[src/rtl/crsf_pkg.sv]
// Shared constants, types and the CRC-8 (poly 0xD5) step function for the
// frame receiver. No dependencies.
`default_nettype none

package crsf_pkg;

   localparam int FRAME_MAX     = 64;
   localparam int PAYLOAD_BYTES = 22;
   localparam int NUM_CH        = 16;
   localparam int CH_W          = 11;
   localparam int CH_IDX_W      = 4;
   localparam int POS_W         = $clog2(FRAME_MAX);
   localparam int FULL_W        = 9;
   localparam int PIDX_W        = $clog2(PAYLOAD_BYTES);
   localparam int STORE_W       = PAYLOAD_BYTES * 8;
   localparam int CSR_IDX_W     = 8;
   localparam int CSR_DATA_W    = 32;

   localparam logic [FULL_W-1:0] GUESS_LEN     = FULL_W'(5);
   localparam logic [FULL_W-1:0] FULL_MAX      = FULL_W'(FRAME_MAX);
   localparam logic [POS_W-1:0]  FIRST_PAYLOAD = POS_W'(3);
   localparam logic [7:0]        CRC_POLY      = 8'hD5;

   localparam logic [CSR_IDX_W-1:0] CSR_TIMEOUT = CSR_IDX_W'(0);
   localparam logic [CSR_IDX_W-1:0] CSR_ADDRESS = CSR_IDX_W'(1);
   localparam logic [CSR_IDX_W-1:0] CSR_TYPE    = CSR_IDX_W'(2);

   localparam logic [7:0] RST_ADDRESS = 8'd200;
   localparam logic [7:0] RST_TYPE    = 8'd22;

   typedef struct packed {
      logic [31:0] frame_timeout_us;
      logic [7:0]  accept_address;
      logic [7:0]  accept_type;
   } cfg_type;

   // frame end event handed to the result sequencer
   typedef struct packed {
      logic               valid;
      logic               crc_ok;
      logic               rc_accepted;
      logic [STORE_W-1:0] payload;
   } frame_evt_type;

   function automatic logic [7:0] crc8_step(input logic [7:0] crc, input logic [7:0] b);
      logic [7:0] c;
      c = crc ^ b;
      for (int i = 0; i < 8; i++) begin
         c = c[7] ? ((c << 1) ^ CRC_POLY) : (c << 1);
      end
      return c;
   endfunction

endpackage

`default_nettype wire

[src/rtl/crsf_if.sv]
// Valid/ready channel interfaces: received bytes, results and register writes.
// Depends on crsf_pkg.
`default_nettype none

interface crsf_req_if;
   logic        valid;
   logic        ready;
   logic [7:0]  rx_byte;
   logic [31:0] time_us;
   modport source (output valid, rx_byte, time_us, input ready);
   modport sink   (input valid, rx_byte, time_us, output ready);
endinterface

interface crsf_rsp_if;
   logic                          valid;
   logic                          ready;
   logic                          kind;
   logic                          crc_ok;
   logic                          rc_accepted;
   logic [crsf_pkg::CH_IDX_W-1:0] channel_index;
   logic [crsf_pkg::CH_W-1:0]     channel_value;
   logic                          last;
   modport source (output valid, kind, crc_ok, rc_accepted, channel_index,
                   channel_value, last, input ready);
   modport sink   (input valid, kind, crc_ok, rc_accepted, channel_index,
                   channel_value, last, output ready);
endinterface

interface crsf_csr_if;
   logic                            valid;
   logic                            ready;
   logic [crsf_pkg::CSR_IDX_W-1:0]  reg_index;
   logic [crsf_pkg::CSR_DATA_W-1:0] reg_data;
   modport source (output valid, reg_index, reg_data, input ready);
   modport sink   (input valid, reg_index, reg_data, output ready);
endinterface

`default_nettype wire

[src/rtl/crsf_csr.sv]
// Configuration registers: timeout, accepted address and accepted type.
// Depends on crsf_pkg and crsf_if.
`default_nettype none

module crsf_csr (
   input  wire logic        clock,
   input  wire logic        reset,
   crsf_csr_if.sink         csr_ch,
   output crsf_pkg::cfg_type cfg
);
   import crsf_pkg::*;

   cfg_type cfg_ff, cfg_in;

   assign csr_ch.ready = 1'b1;
   assign cfg = cfg_ff;

   always_comb begin
      cfg_in = cfg_ff;
      if (csr_ch.valid) begin
         case (csr_ch.reg_index)
            CSR_TIMEOUT: cfg_in.frame_timeout_us = csr_ch.reg_data;
            CSR_ADDRESS: cfg_in.accept_address   = csr_ch.reg_data[7:0];
            CSR_TYPE:    cfg_in.accept_type      = csr_ch.reg_data[7:0];
            default:     cfg_in = cfg_ff;
         endcase
      end
   end

   always_ff @(posedge clock) begin
      if (reset) begin
         cfg_ff.frame_timeout_us <= '0;
         cfg_ff.accept_address   <= RST_ADDRESS;
         cfg_ff.accept_type      <= RST_TYPE;
      end else begin
         cfg_ff <= cfg_in;
      end
   end

endmodule

`default_nettype wire

[src/rtl/crsf_deframer.sv]
// Per-byte frame tracking: timeout, position, header bytes, running CRC and
// payload store; flags the frame end. Depends on crsf_pkg and crsf_if.
`default_nettype none

module crsf_deframer (
   input  wire logic              clock,
   input  wire logic              reset,
   crsf_req_if.sink               req_ch,
   input  wire crsf_pkg::cfg_type cfg,
   input  wire logic              burst_free,
   output crsf_pkg::frame_evt_type evt
);
   import crsf_pkg::*;

   logic [POS_W-1:0] position_ff, position_in;
   logic [31:0]      start_time_ff, start_time_in;
   logic [7:0]       crc_ff, crc_in;
   logic [7:0]       address_ff, address_in;
   logic [7:0]       length_ff, length_in;
   logic [7:0]       type_ff, type_in;
   logic [7:0]       store_ff [PAYLOAD_BYTES];
   logic [7:0]       store_in [PAYLOAD_BYTES];

   logic [31:0]       elapsed;
   logic              timed_out;
   logic [POS_W-1:0]  pos_eff;
   logic [POS_W-1:0]  pay_off;
   logic [FULL_W-1:0] len_p2;
   logic [FULL_W-1:0] full;
   logic [FULL_W-1:0] pos_ext;
   logic              ignore;
   logic              frame_end;
   logic              accept;
   logic              crc_ok;

   assign elapsed   = req_ch.time_us - start_time_ff;
   assign timed_out = elapsed > cfg.frame_timeout_us;
   assign pos_eff   = timed_out ? '0 : position_ff;
   assign pos_ext   = FULL_W'(pos_eff);
   assign len_p2    = FULL_W'(length_ff) + FULL_W'(2);
   assign full      = (pos_eff < FIRST_PAYLOAD) ? GUESS_LEN :
                      ((len_p2 > FULL_MAX) ? FULL_MAX : len_p2);
   assign ignore    = pos_ext >= full;
   assign frame_end = !ignore && (pos_ext + FULL_W'(1) >= full);
   assign pay_off   = pos_eff - FIRST_PAYLOAD;

   // a frame-ending beat waits until the sequencer can take its burst
   assign req_ch.ready = !frame_end || burst_free;
   assign accept       = req_ch.valid && req_ch.ready;
   assign crc_ok       = crc_ff == req_ch.rx_byte;

   always_comb begin
      evt.valid       = accept && frame_end;
      evt.crc_ok      = crc_ok;
      evt.rc_accepted = crc_ok && (type_ff == cfg.accept_type) &&
                        (address_ff == cfg.accept_address);
      for (int i = 0; i < PAYLOAD_BYTES; i++) begin
         evt.payload[i*8 +: 8] = store_ff[i];
      end
   end

   always_comb begin
      position_in   = position_ff;
      start_time_in = start_time_ff;
      crc_in        = crc_ff;
      address_in    = address_ff;
      length_in     = length_ff;
      type_in       = type_ff;
      store_in      = store_ff;
      if (accept) begin
         position_in = pos_eff;
         if (pos_eff == '0) begin
            start_time_in = req_ch.time_us;
         end
         if (frame_end) begin
            position_in = '0;
            crc_in      = '0;
            address_in  = '0;
            length_in   = '0;
            type_in     = '0;
            for (int i = 0; i < PAYLOAD_BYTES; i++) begin
               store_in[i] = '0;
            end
         end else if (!ignore) begin
            position_in = pos_eff + POS_W'(1);
            if (pos_eff == POS_W'(0)) begin
               address_in = req_ch.rx_byte;
            end else if (pos_eff == POS_W'(1)) begin
               length_in = req_ch.rx_byte;
            end else if (pos_eff == POS_W'(2)) begin
               type_in = req_ch.rx_byte;
               crc_in  = crc8_step(8'h00, req_ch.rx_byte);
            end else begin
               crc_in = crc8_step(crc_ff, req_ch.rx_byte);
               for (int i = 0; i < PAYLOAD_BYTES; i++) begin
                  if (pay_off == POS_W'(i)) begin
                     store_in[i] = req_ch.rx_byte;
                  end
               end
            end
         end
      end
   end

   always_ff @(posedge clock) begin
      if (reset) begin
         position_ff   <= '0;
         start_time_ff <= '0;
         crc_ff        <= '0;
         address_ff    <= '0;
         length_ff     <= '0;
         type_ff       <= '0;
         for (int i = 0; i < PAYLOAD_BYTES; i++) begin
            store_ff[i] <= '0;
         end
      end else begin
         position_ff   <= position_in;
         start_time_ff <= start_time_in;
         crc_ff        <= crc_in;
         address_ff    <= address_in;
         length_ff     <= length_in;
         type_ff       <= type_in;
         store_ff      <= store_in;
      end
   end

endmodule

`default_nettype wire

[src/rtl/crsf_burst.sv]
// Result sequencer: registers a frame end event and plays out the status beat
// and, for an accepted frame, sixteen channel beats. Depends on crsf_pkg, crsf_if.
`default_nettype none

module crsf_burst (
   input  wire logic                    clock,
   input  wire logic                    reset,
   input  wire crsf_pkg::frame_evt_type evt,
   output logic                         burst_free,
   crsf_rsp_if.source                   rsp_ch
);
   import crsf_pkg::*;

   logic                busy_ff, busy_in;
   logic                kind_ff, kind_in;
   logic                ok_ff, ok_in;
   logic                acc_ff, acc_in;
   logic                last_ff, last_in;
   logic [CH_IDX_W-1:0] idx_ff, idx_in;
   logic [STORE_W-1:0]  snap_ff, snap_in;
   logic                take;

   assign burst_free           = !busy_ff;
   assign take                 = rsp_ch.valid && rsp_ch.ready;
   assign rsp_ch.valid         = busy_ff;
   assign rsp_ch.kind          = kind_ff;
   assign rsp_ch.crc_ok        = ok_ff;
   assign rsp_ch.rc_accepted   = acc_ff;
   assign rsp_ch.channel_index = idx_ff;
   assign rsp_ch.channel_value = kind_ff ? snap_ff[CH_W-1:0] : '0;
   assign rsp_ch.last          = last_ff;

   always_comb begin
      busy_in = busy_ff;
      kind_in = kind_ff;
      ok_in   = ok_ff;
      acc_in  = acc_ff;
      last_in = last_ff;
      idx_in  = idx_ff;
      snap_in = snap_ff;
      if (evt.valid) begin
         busy_in = 1'b1;
         kind_in = 1'b0;
         ok_in   = evt.crc_ok;
         acc_in  = evt.rc_accepted;
         last_in = !evt.rc_accepted;
         idx_in  = '0;
         snap_in = evt.payload;
      end else if (take) begin
         if (last_ff) begin
            busy_in = 1'b0;
         end else begin
            kind_in = 1'b1;
            ok_in   = 1'b1;
            acc_in  = 1'b1;
            // status beat -> channel 0 keeps the snapshot aligned
            if (kind_ff) begin
               idx_in  = idx_ff + CH_IDX_W'(1);
               snap_in = snap_ff >> CH_W;
            end else begin
               idx_in = '0;
            end
            last_in = kind_ff && (idx_ff == CH_IDX_W'(NUM_CH - 2));
         end
      end
   end

   always_ff @(posedge clock) begin
      if (reset) begin
         busy_ff <= 1'b0;
      end else begin
         busy_ff <= busy_in;
      end
      kind_ff <= kind_in;
      ok_ff   <= ok_in;
      acc_ff  <= acc_in;
      last_ff <= last_in;
      idx_ff  <= idx_in;
      snap_ff <= snap_in;
   end

endmodule

`default_nettype wire

[src/rtl/crsf_frame_receiver_top.sv]
// Frame receiver: received bytes in, frame status and RC channel beats out.
// Depends on crsf_pkg, crsf_if, crsf_csr, crsf_deframer and crsf_burst.
//
// Channels: req_ch carries one received byte and its microsecond timestamp
// per beat; rsp_ch carries result beats; csr_ch writes the timeout (index 0),
// accepted address (1) and accepted type (2) registers, always ready.
// Throughput: one byte per cycle. A byte that ends a frame is held off while
// the result sequencer still plays out the previous frame's beats: a frame
// end yields one status beat, or a status beat plus sixteen channel beats
// when CRC, type and address all match, one beat per cycle while rsp_ch is
// ready. Since a frame is at least four bytes, a burst only stalls the link
// when the next frame end arrives before its playout is done.
// Latency: the status beat is valid the cycle after the frame-ending byte.
// When rsp_ch stalls, the current beat holds and input keeps flowing until a
// further frame end needs the sequencer.
// Reset: frame state, payload store and sequencer clear at once; registers
// return to timeout 0, address 200, type 22.
`default_nettype none

module crsf_frame_receiver_top (
   input  wire logic  clock,
   input  wire logic  reset,
   crsf_req_if.sink   req_ch,
   crsf_rsp_if.source rsp_ch,
   crsf_csr_if.sink   csr_ch
);
   import crsf_pkg::*;

   cfg_type       cfg;
   frame_evt_type evt;
   logic          burst_free;

   crsf_csr u_csr (
      .clock  (clock),
      .reset  (reset),
      .csr_ch (csr_ch),
      .cfg    (cfg)
   );

   crsf_deframer u_deframer (
      .clock      (clock),
      .reset      (reset),
      .req_ch     (req_ch),
      .cfg        (cfg),
      .burst_free (burst_free),
      .evt        (evt)
   );

   crsf_burst u_burst (
      .clock      (clock),
      .reset      (reset),
      .evt        (evt),
      .burst_free (burst_free),
      .rsp_ch     (rsp_ch)
   );

endmodule

`default_nettype wire

[src/flat_wrapper.sv]
// flat-port wrapper written by rule: the top's interface ports become plain ports
module crsf_frame_receiver_top_flat import crsf_pkg::*;
  (clock, reset, req_ch_valid, req_ch_rx_byte, req_ch_time_us, req_ch_ready, rsp_ch_valid, rsp_ch_kind, rsp_ch_crc_ok, rsp_ch_rc_accepted, rsp_ch_channel_index, rsp_ch_channel_value, rsp_ch_last, rsp_ch_ready, csr_ch_valid, csr_ch_reg_index, csr_ch_reg_data, csr_ch_ready);
  crsf_req_if req_ch_i ();
  crsf_rsp_if rsp_ch_i ();
  crsf_csr_if csr_ch_i ();
  input  wire logic clock;
  input  wire logic reset;
  input wire logic [$bits(req_ch_i.valid)-1:0] req_ch_valid;
  input wire logic [$bits(req_ch_i.rx_byte)-1:0] req_ch_rx_byte;
  input wire logic [$bits(req_ch_i.time_us)-1:0] req_ch_time_us;
  output wire logic [$bits(req_ch_i.ready)-1:0] req_ch_ready;
  output wire logic [$bits(rsp_ch_i.valid)-1:0] rsp_ch_valid;
  output wire logic [$bits(rsp_ch_i.kind)-1:0] rsp_ch_kind;
  output wire logic [$bits(rsp_ch_i.crc_ok)-1:0] rsp_ch_crc_ok;
  output wire logic [$bits(rsp_ch_i.rc_accepted)-1:0] rsp_ch_rc_accepted;
  output wire logic [$bits(rsp_ch_i.channel_index)-1:0] rsp_ch_channel_index;
  output wire logic [$bits(rsp_ch_i.channel_value)-1:0] rsp_ch_channel_value;
  output wire logic [$bits(rsp_ch_i.last)-1:0] rsp_ch_last;
  input wire logic [$bits(rsp_ch_i.ready)-1:0] rsp_ch_ready;
  input wire logic [$bits(csr_ch_i.valid)-1:0] csr_ch_valid;
  input wire logic [$bits(csr_ch_i.reg_index)-1:0] csr_ch_reg_index;
  input wire logic [$bits(csr_ch_i.reg_data)-1:0] csr_ch_reg_data;
  output wire logic [$bits(csr_ch_i.ready)-1:0] csr_ch_ready;
  assign req_ch_i.valid = req_ch_valid;
  assign req_ch_i.rx_byte = req_ch_rx_byte;
  assign req_ch_i.time_us = req_ch_time_us;
  assign req_ch_ready = req_ch_i.ready;
  assign rsp_ch_valid = rsp_ch_i.valid;
  assign rsp_ch_kind = rsp_ch_i.kind;
  assign rsp_ch_crc_ok = rsp_ch_i.crc_ok;
  assign rsp_ch_rc_accepted = rsp_ch_i.rc_accepted;
  assign rsp_ch_channel_index = rsp_ch_i.channel_index;
  assign rsp_ch_channel_value = rsp_ch_i.channel_value;
  assign rsp_ch_last = rsp_ch_i.last;
  assign rsp_ch_i.ready = rsp_ch_ready;
  assign csr_ch_i.valid = csr_ch_valid;
  assign csr_ch_i.reg_index = csr_ch_reg_index;
  assign csr_ch_i.reg_data = csr_ch_reg_data;
  assign csr_ch_ready = csr_ch_i.ready;
  crsf_frame_receiver_top u_core (.clock(clock), .reset(reset), .req_ch(req_ch_i), .rsp_ch(rsp_ch_i), .csr_ch(csr_ch_i));
endmodule
[config.mk]
export PLATFORM = sky130hd
export DESIGN_NAME = crsf_frame_receiver_top_flat
export DESIGN_NICKNAME = d
export VERILOG_FILES = /design/src/rtl/crsf_pkg.sv /design/src/rtl/crsf_if.sv /design/src/rtl/crsf_csr.sv /design/src/rtl/crsf_deframer.sv /design/src/rtl/crsf_burst.sv /design/src/rtl/crsf_frame_receiver_top.sv /design/src/flat_wrapper.sv
export SDC_FILE = /design/constraint.sdc
export NUM_CORES = 1
export LEC_CHECK = 0
export BUFFER_PORTS_ARGS = -buffer_cell sky130_fd_sc_hd__buf_2
export CAP_MARGIN = 25
export CORE_UTILIZATION = 25
export DETAILED_ROUTE_END_ITERATION = 10
export PLACE_DENSITY_LB_ADDON = 0.05
export SLEW_MARGIN = 20
export SYNTH_ARGS = -nofsm -noshare
export SYNTH_HDL_FRONTEND = slang
export SYNTH_HIERARCHICAL = 1
export SYNTH_SLANG_ARGS = --single-unit
export TNS_END_PERCENT = 30
[constraint.sdc]
create_clock -name clock -period 12.95 [get_ports clock]
set_input_delay 0.6475 -clock clock [delete_from_list [all_inputs] [get_ports clock]]
set_output_delay 0.6475 -clock clock [all_outputs]
set_load 0.01 [all_outputs]
==> metrics.txt <==
# TYPE chip_impl_metric gauge
chip_impl_info{name="status",value="finished, final reports clean"} 1
chip_impl_metric{name="maxCapViolations",unit=""} 0
chip_impl_metric{name="drt.antenna.violating_nets",unit=""} 0
chip_impl_metric{name="post_cts_setup_bufs",unit=""} 0
chip_impl_info{name="critical_path.top_delay_family",value="simple AND/OR/NAND/NOR gates"} 1
chip_impl_metric{name="reg2regPathDepth",unit=""} 34
chip_impl_metric{name="power.static_leakage",unit="nW"} 9.77
chip_impl_metric{name="die_area",unit="µm²"} 93900
chip_impl_metric{name="synth.distinct_cells",unit=""} 100
chip_impl_metric{name="tns",unit="ns"} 0
chip_impl_metric{name="drt-total-wl",unit="µm"} 68000
chip_impl_info{name="crit_type",value="reg -> reg"} 1
chip_impl_metric{name="timing.critical_path.required",unit="ns"} 13.22
chip_impl_info{name="root_buffer",value="clkbuf_16"} 1
chip_impl_info{name="synth_top_flop_cell",value="dfxtp_1"} 1
chip_impl_metric{name="syn_to_final_growth",unit="%"} 15.0
chip_impl_metric{name="ctsHoldBuffers",unit=""} 0
chip_impl_metric{name="remaining_drc_errors",unit=""} 0
chip_impl_metric{name="cts.reportedPaths.clkPinSlew",unit="ns"} 0.06
chip_impl_metric{name="final_nets",unit=""} 2231
chip_impl_metric{name="vdd.ir_drop.worst",unit="mV"} 0.0961
chip_impl_metric{name="cts_resized",unit=""} 0
chip_impl_metric{name="cts.sink_count",unit=""} 479
chip_impl_info{name="hold_path_class",value="in -> reg"} 1
chip_impl_info{name="post-synth-top-area-cell",value="dfxtp_1"} 1
chip_impl_metric{name="cts_max_level",unit=""} 2
chip_impl_metric{name="synthesis.area",unit="µm²"} 23200
chip_impl_info{name="worst_hold_startpoint",value="req_ch_time_us[27]"} 1
chip_impl_info{name="critical_path.reg2reg.endpoint",value="u_core/u_burst/snap_ff[36]"} 1
chip_impl_metric{name="cts_buffer_depth",unit=""} 3
chip_impl_metric{name="detailedRoute.firstIterationViolations",unit=""} 830
chip_impl_metric{name="number_of_antenna_violations_at_the_first_check_in_global_routing",unit=""} 2
chip_impl_metric{name="crit_cells",unit=""} 34
chip_impl_metric{name="detail_route.vias_per_cell",unit=""} 4.64
chip_impl_info{name="tritoncts",value="built"} 1
chip_impl_metric{name="tightest_slew",unit="ns"} 0.840
chip_impl_metric{name="placeableCoreArea",unit="µm²"} 91700
chip_impl_metric{name="start_util",unit=""} 0.253
chip_impl_info{name="hold_end",value="u_core/u_deframer/start_time_ff[27]"} 1
chip_impl_metric{name="detailedPlacementHpwl",unit="µm"} 45800
chip_impl_metric{name="clock_period_minus_worst_slack",unit="ns"} 10.18
chip_impl_metric{name="holdPathStages",unit=""} 3
chip_impl_metric{name="first_global_vias",unit=""} 15800
chip_impl_metric{name="final_min_period_over_clock_period",unit=""} 0.786
chip_impl_metric{name="timing_max_transition_violations_final",unit=""} 0
chip_impl_metric{name="routed_wire_length_per_instance",unit="µm"} 20.6
chip_impl_metric{name="data_arrival_at_the_endpoint_of_the_critical_path",unit="ns"} 10.45
chip_impl_metric{name="grt_util_all_layers",unit=""} 0.145
chip_impl_info{name="critical_path.startpoint_type",value="flop"} 1
chip_impl_info{name="synth_commonest_cells",value="300 x dfxtp_1, 179 x edfxtp_1, 166 x mux2_2, 133 x mux2i_1, 116 x nor2_1"} 1
chip_impl_metric{name="die_height",unit="µm"} 306
chip_impl_metric{name="placement.io_buffers",unit=""} 105
chip_impl_info{name="critical_path.reg2reg.startpoint",value="u_core/u_deframer/start_time_ff[0]"} 1
chip_impl_metric{name="p_total",unit="mW"} 3.68
chip_impl_metric{name="tritoncts.num_buffers",unit=""} 59
chip_impl_metric{name="edff_count_synth",unit=""} 179
chip_impl_metric{name="setup_violations",unit=""} 0
chip_impl_metric{name="num_rows",unit=""} 111
chip_impl_metric{name="final_hold_viol_count",unit=""} 0
chip_impl_metric{name="achievable_freq",unit="MHz"} 98.2
chip_impl_metric{name="drt_pass1_iterations",unit=""} 4
chip_impl_metric{name="worst-r2r-setup-slack",unit="ns"} 2.77
chip_impl_metric{name="post-synth-top-area-fraction",unit=""} 0.259
chip_impl_info{name="worst_setup_path_startpoint",value="u_core/u_deframer/start_time_ff[0]"} 1
chip_impl_metric{name="wire_length_of_the_first_global_routing_pass",unit="µm"} 103000
chip_impl_info{name="yosys.cell_count.top_type",value="dfxtp_1"} 1
chip_impl_metric{name="grt_overflow_total",unit=""} 0
chip_impl_metric{name="async_flop_share",unit=""} 0
chip_impl_metric{name="layout-drive-gt1-share",unit=""} 0.213
chip_impl_metric{name="die_width",unit="µm"} 306
chip_impl_metric{name="finalWeightedCongestion",unit=""} 0.779
chip_impl_metric{name="power_density",unit="nW/µm²"} 138
chip_impl_info{name="cp_most_frequent_cell",value="ha_1"} 1
chip_impl_metric{name="path_max_fanout",unit=""} 87
chip_impl_info{name="timing.critical_path.to_type",value="flop"} 1
chip_impl_metric{name="ys.warnings.count",unit=""} 6
chip_impl_metric{name="ys_seq_area_frac",unit=""} 0.491
chip_impl_metric{name="syn-num-nets",unit=""} 2163
chip_impl_metric{name="finalClockSkew",unit="ns"} 0.0338
chip_impl_metric{name="io_pins",unit=""} 107
chip_impl_metric{name="n_fill_cell",unit=""} 9507
chip_impl_metric{name="num_antenna_cells",unit=""} 0
chip_impl_metric{name="maximum_number_of_pins_on_one_net_before_global_route_repair",unit=""} 125
chip_impl_metric{name="synthesis.area_per_instance",unit="µm²"} 11.6
chip_impl_metric{name="max_slew_margin",unit=""} 0.438
chip_impl_metric{name="multi_input_comb_area",unit="µm²"} 10800
chip_impl_metric{name="postSynthCellCount",unit=""} 1994
chip_impl_info{name="grt_setup_unrepaired",value="no"} 1
chip_impl_info{name="crit_slowest_cell",value="ha_1"} 1
chip_impl_metric{name="max_stage_delay",unit="ns"} 0.59
chip_impl_metric{name="worst-path-buf-inv",unit=""} 4
chip_impl_metric{name="insertion_delay",unit="ns"} 0.64
chip_impl_info{name="netlist_top_cells_area",value="dfxtp_1 26%, edfxtp_1 23%, mux2_2 8.1%"} 1
chip_impl_metric{name="synth-seq-cells",unit=""} 479
chip_impl_metric{name="layout.area.seq",unit="µm²"} 11400
chip_impl_metric{name="detailroute.via_count",unit=""} 15300
[where the power goes]
group | internal, mW | switching [mW] | total, mW
combinational | 0.174 | 0.273 | 0.447
sequential | 1.57 | 0.0116 | 1.58
clock | 0.977 | 0.676 | 1.65
total | 2.72 | 0.961 | 3.68
[routing by layer]
metal	GRT usage	vias to the layer above	part of all wire	wire length, µm
met5	0	-	0.00034	23
met4	0.0422	4	0.024	1640
met3	0.0218	94	0.032	2160
met2	0.247	238	0.48	32800
met1	0.187	7517	0.46	31400
li1	-	7437	-	-
[logic make-up (layout without fill, tap and decap cells)]
group | after synthesis | count (layout) | synth area share
AOI/OAI and AO/OA | 355 | 355 | 0.130
xor gates and xnor gates | 89 | 89 | 0.0336
adders and majority gates | 84 | 84 | 0.0457
buffers and inverters | 194 | 311 | 0.0425
DFF | 479 | 479 | 0.491
muxes | 299 | 299 | 0.138
other | 1 | 1 | 0.000162
and+or+nand+nor | 493 | 493 | 0.119
[worst max path at each step]
| stage | endpoint |
|---|---|
| 6_report | u_core/u_burst/snap_ff[36] |
| 5_1_grt | u_core/u_burst/snap_ff[38] |
| 4_1_cts | u_core/u_burst/snap_ff[39] |
| 3_5_place_dp | u_core/u_burst/snap_ff[39] |
| 3_3_place_gp | u_core/u_burst/snap_ff[39] |
| 2_1_floorplan | u_core/u_burst/snap_ff[0] |
[flip-flops by register name, indices dropped and copies added, names as in the netlist]
name,count
u_core/u_deframer/start_time_ff,32
u_core/u_burst/rsp_ch.rc_accepted,1
u_core/u_deframer/address_ff,8
u_core/u_burst/rsp_ch.last,1
u_core/u_csr/cfg,48
u_core/u_deframer/evt,176
u_core/u_deframer/position_ff,6
u_core/u_burst/rsp_ch.kind,1
u_core/u_deframer/length_ff,8
u_core/u_burst/rsp_ch.crc_ok,1
u_core/u_burst/snap_ff,176
u_core/u_burst/rsp_ch.channel_index,4
u_core/u_deframer/type_ff,8
u_core/u_deframer/crc_ff,8
u_core/u_burst/rsp_ch.valid,1
[cells in the final DEF (no fill, tap or decap), types with 8 or more instances in the layout]
master | synthesis | final
a21o_1 | 22 | 21
a21oi_1 | 60 | 60
a22o_1 | 88 | 88
a31oi_1 | 8 | 8
a31oi_4 | 11 | 11
a32o_1 | 66 | 66
and2_1 | 37 | 29
and2_2 | 2 | 10
and3_1 | 13 | 13
buf_2 | 32 | 104
buf_4 | 20 | 11
clkbuf_1 | 40 | 16
clkbuf_16 | 0 | 59
clkbuf_8 | 2 | 10
clkinv_2 | 0 | 11
dfxtp_1 | 300 | 300
edfxtp_1 | 179 | 179
ha_1 | 83 | 83
inv_1 | 81 | 80
mux2_2 | 166 | 166
mux2i_1 | 133 | 133
nand2_1 | 111 | 111
nand2b_1 | 85 | 85
nand3_1 | 27 | 27
nand3_4 | 8 | 8
nand3b_1 | 8 | 8
nand4_1 | 12 | 12
nor2_1 | 116 | 116
nor2b_1 | 9 | 9
nor3_1 | 12 | 12
o21ai_0 | 26 | 26
xnor2_1 | 60 | 60
xor2_1 | 29 | 29
[area by class of cell]
cell class | instances | share of cell area
flip-flops and latches | 479 | 0.427
repair buffers | 120 | 0.0258
clock inverters | 25 | 0.0104
clock buffers | 85 | 0.0628
multi-input cells | 1321 | 0.407
well taps | 1186 | 0.0557
inverters | 81 | 0.0114
[per-stage QoR]
step           hold WS, ns  utilization  area [µm²]  worst slack (ns)  instances
2_1_floorplan        0.435            -       23200             0.705       1994
3_3_place_gp         0.442        0.269       24700              1.93       3186
3_5_place_dp         0.449        0.270       24700              2.27       3187
4_1_cts              0.227        0.291       26700              2.75       3297
5_1_grt              0.249        0.291       26700              1.91       3297
6_report             0.283        0.291       26700              2.77       3297
[worst reg2reg max path: cells and delay by family, from the launching register on]
family | cells | cell delay [ns]
buffers and inverters | 4 | 0.93
AO/OA/AOI/OAI | 12 | 3.12
adder cells (fa/ha/maj) | 5 | 1.83
XOR/XNOR | 1 | 0.17
flip-flops | 1 | 0.33
AND/OR/NAND/NOR | 12 | 3.35
(Power assumes the default switching activity.)
